$ cat config.mk
export PLATFORM = sky130hd
export DESIGN_NAME = kaf_arith
export DESIGN_NICKNAME = d
export VERILOG_FILES = /design/src/kaf_pkg.sv /design/src/kaf_arith.sv
export SDC_FILE = /design/constraint.sdc
export NUM_CORES = 2
export LEC_CHECK = 0
export BUFFER_PORTS_ARGS = -buffer_cell sky130_fd_sc_hd__buf_2
export CAP_MARGIN = 5
export CORE_MARGIN = 2
export CORE_UTILIZATION = 30
export CTS_CLUSTER_SIZE = 20
export DETAILED_ROUTE_END_ITERATION = 7
export GPL_TIMING_DRIVEN = 0
export RECOVER_POWER = 50
export SLEW_MARGIN = 15
export SYNTH_ARGS = -nofsm -noshare
export SYNTH_HDL_FRONTEND = slang
export SYNTH_SLANG_ARGS = --single-unit
$ cat constraint.sdc
create_clock -name aclk -period 12.7 [get_ports aclk]
set_input_delay 1.905 -clock aclk [delete_from_list [all_inputs] [get_ports aclk]]
set_output_delay 1.905 -clock aclk [all_outputs]
set_load 0.01 [all_outputs]
$ cat src/kaf_pkg.sv
// ----------------------------------------------------------------------------
// kaf_pkg: shared types and constants for the angle/bias Kalman filter
// Fixed-point formats, register indexes, sequencer states and unit opcodes.
// ----------------------------------------------------------------------------
package kaf_pkg;

    localparam int FRAC_BITS = 24;
    localparam int REG_W     = 31;
    localparam int DATA_W    = 32;
    localparam int CFG_IDX_W = 2;

    localparam logic [CFG_IDX_W-1:0] REG_NOISE_ANGLE = 2'd0;
    localparam logic [CFG_IDX_W-1:0] REG_NOISE_BIAS  = 2'd1;
    localparam logic [CFG_IDX_W-1:0] REG_MEASURE     = 2'd2;
    localparam logic [CFG_IDX_W-1:0] REG_STEP_TIME   = 2'd3;

    localparam logic [DATA_W-1:0] ONE_Q = DATA_W'(64'd1 << FRAC_BITS);

    // Divider: 32-bit signed numerator shifted by FRAC_BITS over a 33-bit
    // divisor; the quotient magnitude is developed one bit per cycle.
    localparam int DIV_NUM_W = DATA_W + FRAC_BITS;
    localparam int DIV_CNT_W = $clog2(DIV_NUM_W + 1);

    typedef enum logic [1:0] {
        OP_MUL,
        OP_DIV
    } kaf_op_t;

    typedef struct packed {
        logic                start;
        kaf_op_t             op;
        logic signed [32:0]  a;
        logic signed [32:0]  b;
    } kaf_req_t;

    typedef struct packed {
        logic                done;
        logic signed [63:0]  result;
    } kaf_rsp_t;

    typedef enum logic [4:0] {
        ST_IDLE,
        ST_PRED_A,
        ST_PRED_P00,
        ST_PRED_P01,
        ST_PRED_P11,
        ST_DIV_K0,
        ST_DIV_K1,
        ST_UPD_00,
        ST_UPD_01,
        ST_UPD_10,
        ST_UPD_11,
        ST_UPD_A,
        ST_UPD_B,
        ST_OUT
    } kaf_state_t;

    // Saturate a wide signed value to 32 bits
    function automatic logic signed [31:0] sat32(input logic signed [65:0] v);
        logic signed [65:0] hi;
        logic signed [65:0] lo;
        hi = 66'sd2147483647;
        lo = -66'sd2147483648;
        if (v > hi) begin
            sat32 = 32'sh7fffffff;
        end else if (v < lo) begin
            sat32 = 32'sh80000000;
        end else begin
            sat32 = v[31:0];
        end
    endfunction

endpackage

$ cat src/kaf_arith.sv
// ----------------------------------------------------------------------------
// kaf_arith: shared multiply / divide unit
// Signed 33x33 multiply with rounding and a registered result, or a
// restoring divide one quotient bit per cycle with truncation to zero.
// ----------------------------------------------------------------------------
module kaf_arith (
    input  logic              aclk,
    input  logic              aresetn,
    input  kaf_pkg::kaf_req_t req,
    output kaf_pkg::kaf_rsp_t rsp
);
    import kaf_pkg::*;

    logic                 busy_reg,  busy_next;
    logic                 done_reg,  done_next;
    logic                 neg_reg,   neg_next;
    logic [DIV_CNT_W-1:0] cnt_reg,   cnt_next;
    logic [DIV_NUM_W-1:0] quo_reg,   quo_next;
    logic [33:0]          rem_reg,   rem_next;
    logic [32:0]          den_reg,   den_next;
    logic signed [63:0]   res_reg,   res_next;

    logic signed [65:0]   prod;
    logic [33:0]          trial;
    logic [31:0]          num_mag;
    logic [32:0]          den_mag;

    always_comb begin
        busy_next = busy_reg;
        done_next = 1'b0;
        neg_next  = neg_reg;
        cnt_next  = cnt_reg;
        quo_next  = quo_reg;
        rem_next  = rem_reg;
        den_next  = den_reg;
        res_next  = res_reg;
        prod      = 66'(req.a) * 66'(req.b);
        num_mag   = req.a[31] ? 32'(-req.a) : req.a[31:0];
        den_mag   = req.b[32] ? 33'(-req.b) : req.b[32:0];
        trial     = {rem_reg[32:0], quo_reg[DIV_NUM_W-1]} - {1'b0, den_reg};
        if (req.start && !busy_reg) begin
            case (req.op)
                OP_MUL: begin
                    // round half up, floor shift
                    res_next  = 64'((prod + (66'sd1 <<< (FRAC_BITS - 1))) >>> FRAC_BITS);
                    done_next = 1'b1;
                end
                OP_DIV: begin
                    if (req.b == '0) begin
                        res_next  = '0;
                        done_next = 1'b1;
                    end else begin
                        busy_next = 1'b1;
                        neg_next  = req.a[31] ^ req.b[32];
                        quo_next  = {num_mag, {FRAC_BITS{1'b0}}};
                        rem_next  = '0;
                        den_next  = den_mag;
                        cnt_next  = DIV_CNT_W'(DIV_NUM_W);
                    end
                end
                default: begin
                    done_next = 1'b1;
                end
            endcase
        end else if (busy_reg) begin
            // one restoring step: shift numerator bit into remainder
            if (!trial[33]) begin
                rem_next = trial;
                quo_next = {quo_reg[DIV_NUM_W-2:0], 1'b1};
            end else begin
                rem_next = {rem_reg[32:0], quo_reg[DIV_NUM_W-1]};
                quo_next = {quo_reg[DIV_NUM_W-2:0], 1'b0};
            end
            cnt_next = cnt_reg - 1'b1;
            if (cnt_reg == DIV_CNT_W'(1)) begin
                busy_next = 1'b0;
                done_next = 1'b1;
                res_next  = neg_reg ? -64'(quo_next) : 64'(quo_next);
            end
        end
    end

    always_ff @(posedge aclk) begin
        if (!aresetn) begin
            busy_reg <= 1'b0;
            done_reg <= 1'b0;
            cnt_reg  <= '0;
        end else begin
            busy_reg <= busy_next;
            done_reg <= done_next;
            cnt_reg  <= cnt_next;
        end
        neg_reg <= neg_next;
        quo_reg <= quo_next;
        rem_reg <= rem_next;
        den_reg <= den_next;
        res_reg <= res_next;
    end

    assign rsp.done   = done_reg;
    assign rsp.result = res_reg;

`ifndef SYNTHESIS
    // a divide never reports done while still iterating
    assert property (@(posedge aclk) disable iff (!aresetn) busy_reg |-> !done_reg)
        else $error("arith: done while busy");
    // the counter is only nonzero during a divide
    assert property (@(posedge aclk) disable iff (!aresetn)
        !busy_reg |-> cnt_reg == '0)
        else $error("arith: counter");
    // a divide that starts loads the counter with the full number of steps
    assert property (@(posedge aclk) disable iff (!aresetn)
        $rose(busy_reg) |-> cnt_reg == DIV_CNT_W'(DIV_NUM_W))
        else $error("arith: bad divide length");
`endif

endmodule

==> report_table.html <==
<table>
<tr><th>Metric</th><th>Value</th></tr>
<tr><th colspan="2">Routing</th></tr>
<tr><td>DR vias</td><td>38800</td></tr>
<tr><td>Antenna-violating nets left</td><td>0</td></tr>
<tr><td>Final routed DRC violation total</td><td>0</td></tr>
<tr><td>Number of vias per cell</td><td>5.04</td></tr>
<tr><td>Total Routed Length</td><td>193000 µm</td></tr>
<tr><td>Iteration-0 DRC count of the detailed router</td><td>3872</td></tr>
<tr><td>Number of detailed-routing iterations run before antenna repair</td><td>6</td></tr>
<tr><td>Avg WL per Cell</td><td>25.1 µm</td></tr>
<tr><th colspan="2">Synth</th></tr>
<tr><td>Synthesis-stage register bit count</td><td>195</td></tr>
<tr><td>Unique masters post-synth</td><td>69</td></tr>
<tr><td>Post-synthesis area per instance</td><td>9.39 µm²</td></tr>
<tr><td>Fraction of the yosys area taken by sequential cells</td><td>11.5%</td></tr>
<tr><td>Yosys top cell area share</td><td>45.7%</td></tr>
<tr><td>Most area-consuming cells after synthesis</td><td>sky130_fd_sc_hd__fa_1, sky130_fd_sc_hd__edfxtp_1, sky130_fd_sc_hd__inv_1</td></tr>
<tr><td>Ys Warns</td><td>0</td></tr>
<tr><td>Ranking of synthesized cells by instance count</td><td>sky130_fd_sc_hd__inv_1, sky130_fd_sc_hd__fa_1, sky130_fd_sc_hd__nand2_1</td></tr>
<tr><td>Asr flop ratio synth</td><td>0%</td></tr>
<tr><td>Most common flop cell mapped by yosys</td><td>sky130_fd_sc_hd__edfxtp_1</td></tr>
<tr><td>Post-synth EDFFs</td><td>187</td></tr>
<tr><td>Syn Inst Count</td><td>5352</td></tr>
<tr><td>Number of nets in the synthesized netlist</td><td>6820</td></tr>
<tr><td>Dominant cell by count in the synthesized netlist</td><td>sky130_fd_sc_hd__inv_1</td></tr>
<tr><td>Largest area contributor in the synthesized netlist</td><td>sky130_fd_sc_hd__fa_1</td></tr>
<tr><td>Synthesized area</td><td>50200 µm²</td></tr>
<tr><th colspan="2">STA</th></tr>
<tr><td>Count of final hold-check violations</td><td>0</td></tr>
<tr><td>Unrepaired setup endpoints after global routing</td><td>false</td></tr>
<tr><td>Final Skew</td><td>0.0128 ns</td></tr>
<tr><td>Worst relative slew slack</td><td>-35.1%</td></tr>
<tr><td>Shortest clock period the worst path allows after layout</td><td>12.56 ns</td></tr>
<tr><td>Final Max Tran Viols</td><td>52</td></tr>
<tr><td>Maximum clock frequency</td><td>0.0796 GHz</td></tr>
<tr><td>Worst hold margin</td><td>0.558 ns</td></tr>
<tr><td>Final Setup Violations</td><td>0</td></tr>
<tr><td>Sum of negative setup slack</td><td>0 ns</td></tr>
<tr><td>Portion of the clock cycle consumed by the worst path in the final layout</td><td>98.9%</td></tr>
<tr><td>Transition time of the tightest slew-check pin</td><td>2.02 ns</td></tr>
<tr><th colspan="2">Finish</th></tr>
<tr><td>Final-layout fill cell count</td><td>17500</td></tr>
<tr><td>Area growth syn-to-layout</td><td>7.72%</td></tr>
<tr><td>Design area</td><td>54100 µm²</td></tr>
<tr><td>Final net count</td><td>6931</td></tr>
<tr><td>Layout cells sized above 1</td><td>1.84%</td></tr>
<tr><td>Number of flip-flops in the largest register</td><td>64</td></tr>
<tr><th colspan="2">GRT</th></tr>
<tr><td>Pin count of the biggest net entering global routing</td><td>53</td></tr>
<tr><td>Vias in the first global route</td><td>41100</td></tr>
<tr><td>Number of antenna violations at the first check in global routing</td><td>32</td></tr>
<tr><td>Wire length of the first global-routing pass</td><td>283000 µm</td></tr>
<tr><td>Residual overflow from global routing</td><td>0</td></tr>
<tr><td>Total routing resource utilization after global routing</td><td>23.0%</td></tr>
<tr><th colspan="2">Worst setup path</th></tr>
<tr><td>Data required time of the critical path</td><td>12.86 ns</td></tr>
<tr><td>Crit Path Category</td><td>primary input to register</td></tr>
<tr><td>Crit. End Element</td><td>register</td></tr>
<tr><td>Arr. time, crit path</td><td>12.72 ns</td></tr>
<tr><td>Largest fanout on the critical path</td><td>11</td></tr>
<tr><td>CP Launch Type</td><td>primary input</td></tr>
<tr><th colspan="2">Floorplan</th></tr>
<tr><td>Placement Rows</td><td>150</td></tr>
<tr><td>Total core area</td><td>167000 µm²</td></tr>
<tr><td>Width of the chip</td><td>413 µm</td></tr>
<tr><td>Starting density of the core</td><td>30.1%</td></tr>
<tr><td>Die height</td><td>413 µm</td></tr>
<tr><td>Top Ports</td><td>136</td></tr>
<tr><td>Area enclosed by the die boundary</td><td>171000 µm²</td></tr>
<tr><th colspan="2">Clocking</th></tr>
<tr><td>Clock Path Buffers</td><td>2</td></tr>
<tr><td>Number of buffers added for setup after CTS</td><td>0</td></tr>
<tr><td># hold bufs at CTS</td><td>0</td></tr>
<tr><td>Clock tree from TritonCTS</td><td>built</td></tr>
<tr><td>Clock Pin Slew Worst Setup and Hold Paths</td><td>0.08 ns</td></tr>
<tr><td>Number of buffers created by CTS</td><td>17</td></tr>
<tr><td>Worst skew pair latency</td><td>0.45 ns</td></tr>
<tr><td>H-tree depth</td><td>4</td></tr>
<tr><td>Clock Sink Count</td><td>195</td></tr>
<tr><td>CTS Root Buffer Type</td><td>sky130_fd_sc_hd__clkbuf_16</td></tr>
<tr><th colspan="2">Outcome</th></tr>
<tr><td>Violated checks</td><td>max-capacitance violations, max-slew violations</td></tr>
<tr><td>Result of the run</td><td>finished with violations</td></tr>
<tr><th colspan="2">Placed design</th></tr>
<tr><td>Post-detailed-placement cell area</td><td>53600 µm²</td></tr>
<tr><td>Detail Placement HPWL</td><td>162000 µm</td></tr>
<tr><td>Number of I/O port buffers</td><td>87</td></tr>
<tr><td>Final estimated routing congestion in global placement</td><td>1.04</td></tr>
<tr><th colspan="2">Min path</th></tr>
<tr><td>Type of the most critical hold path</td><td>register to register</td></tr>
<tr><th colspan="2">Flow run</th></tr>
<tr><td>Max-capacitance violation count</td><td>2</td></tr>
</table>
[metal layers]
layer / global-route usage, % / part of all wire [%] / vias to the layer above
met5: 0 / 0.024 / -
met4: 14.6 / 7.7 / 6
met3: 4.39 / 9.1 / 442
met2: 36.2 / 45 / 2032
met1: 29.0 / 38 / 20100
li1: - / - / 16300
[placed cells by master (no fill, tap or decap), types with 6 or more instances in the layout]
master,synthesis,routed
sky130_fd_sc_hd__inv_1,1207,1206
sky130_fd_sc_hd__fa_1,1146,1145
sky130_fd_sc_hd__nand2_1,683,683
sky130_fd_sc_hd__and2_1,555,553
sky130_fd_sc_hd__clkbuf_1,289,349
sky130_fd_sc_hd__ha_1,251,251
sky130_fd_sc_hd__edfxtp_1,187,187
sky130_fd_sc_hd__o21ai_0,136,137
sky130_fd_sc_hd__a21oi_1,112,112
sky130_fd_sc_hd__xor2_1,108,108
sky130_fd_sc_hd__xnor2_1,85,85
sky130_fd_sc_hd__nor2_1,83,83
sky130_fd_sc_hd__nor3_1,37,37
sky130_fd_sc_hd__o31ai_1,37,37
sky130_fd_sc_hd__o22ai_1,37,37
sky130_fd_sc_hd__nor2b_1,32,32
sky130_fd_sc_hd__or3_1,27,27
sky130_fd_sc_hd__buf_1,29,26
sky130_fd_sc_hd__a21o_1,26,26
sky130_fd_sc_hd__o41ai_1,25,25
sky130_fd_sc_hd__nand3_1,23,23
sky130_fd_sc_hd__buf_2,2,23
sky130_fd_sc_hd__diode_2,0,22
sky130_fd_sc_hd__or4_1,17,17
sky130_fd_sc_hd__nand2b_1,17,17
sky130_fd_sc_hd__nand4_1,17,17
sky130_fd_sc_hd__clkbuf_16,0,17
sky130_fd_sc_hd__a211oi_1,14,14
sky130_fd_sc_hd__and3_1,13,13
sky130_fd_sc_hd__o21a_1,13,13
sky130_fd_sc_hd__o21bai_1,13,13
sky130_fd_sc_hd__a31oi_1,13,13
sky130_fd_sc_hd__clkbuf_2,0,10
sky130_fd_sc_hd__nor4_1,9,9
sky130_fd_sc_hd__dfxtp_1,8,8
sky130_fd_sc_hd__or2_2,7,7
sky130_fd_sc_hd__o21ai_1,8,6
sky130_fd_sc_hd__a21boi_0,6,6
[repair_timing]
action                                  CTS  global route
resized for setup                         0             3
endpoints found under the setup margin    0            11
endpoints found under the hold margin     0             0
[path summary, 6_finish.rpt]
check	start	to	slack, ns	depth (start not counted)
max reg2reg	rem_reg[13]	res_reg[40]	4.47	22
max	req[32]	res_reg[38]	0.14	26
min	cnt_reg[0]	cnt_reg[0]	0.56	2
min reg2reg	cnt_reg[0]	cnt_reg[0]	0.56	2
[layout make-up]
class / count / area (µm²) / area share (%)
Clock buffer: 17 / 425 / 0.786
Tap cell: 2204 / 2760 / 5.10
Sequential cell: 195 / 5780 / 10.7
Timing Repair Buffer: 92 / 447 / 0.825
Inverter: 1207 / 4530 / 8.37
Multi-Input combinational cell: 3627 / 38700 / 71.5
Buffer: 323 / 1250 / 2.30
Antenna cell: 22 / 55.1 / 0.102
Clock inverter: 14 / 159 / 0.294
[stage by stage]
step	instances	setup slack, ns	utilization [%]
3_3_place_gp	7643	-1.81	32.1
4_1_cts	7679	0.317	32.5
2_1_floorplan	5352	2.92	-
6_report	7701	0.140	32.5
3_5_place_dp	7648	-0.153	32.1
5_1_grt	7687	0.0248	32.4
[critical path: stages]
cell and delay (ns):
sky130_fd_sc_hd__buf_2 0.14, sky130_fd_sc_hd__clkbuf_1 0.22, sky130_fd_sc_hd__inv_1 0.17, sky130_fd_sc_hd__clkbuf_1 0.70
sky130_fd_sc_hd__buf_1 0.94, sky130_fd_sc_hd__nor2_1 0.15, sky130_fd_sc_hd__fa_1 0.57, sky130_fd_sc_hd__fa_1 0.45
sky130_fd_sc_hd__fa_1 0.59, sky130_fd_sc_hd__fa_1 0.48, sky130_fd_sc_hd__fa_1 0.43, sky130_fd_sc_hd__fa_1 0.50
sky130_fd_sc_hd__fa_1 0.49, sky130_fd_sc_hd__inv_1 0.05, sky130_fd_sc_hd__fa_1 0.63, sky130_fd_sc_hd__inv_1 0.08
sky130_fd_sc_hd__ha_1 0.28, sky130_fd_sc_hd__clkbuf_1 0.46, sky130_fd_sc_hd__nand4_1 0.22, sky130_fd_sc_hd__or3_1 0.49
sky130_fd_sc_hd__a211oi_1 0.92, sky130_fd_sc_hd__o221ai_1 0.51, sky130_fd_sc_hd__o31ai_1 0.58, sky130_fd_sc_hd__a31oi_1 0.17
sky130_fd_sc_hd__xor2_1 0.38, sky130_fd_sc_hd__o22ai_1 0.16
[cell families (layout without fill, tap and decap cells)]
kind of cell / after synthesis / after routing / share of synthesized area, %
buffers and inverters: 1530 / 1653 / 11.5
and+or+nand+nor: 1541 / 1541 / 15.4
DFF: 195 / 195 / 11.5
AOI/OAI and AO/OA: 494 / 494 / 6.33
other: 0 / 22 / 0
xor gates and xnor gates: 193 / 193 / 3.36
muxes: 2 / 2 / 0.0398
adders and majority gates: 1397 / 1397 / 51.9
Power is not shown: default switching activity piles up to over one toggle a cycle in this logic, so the estimate is an artifact.
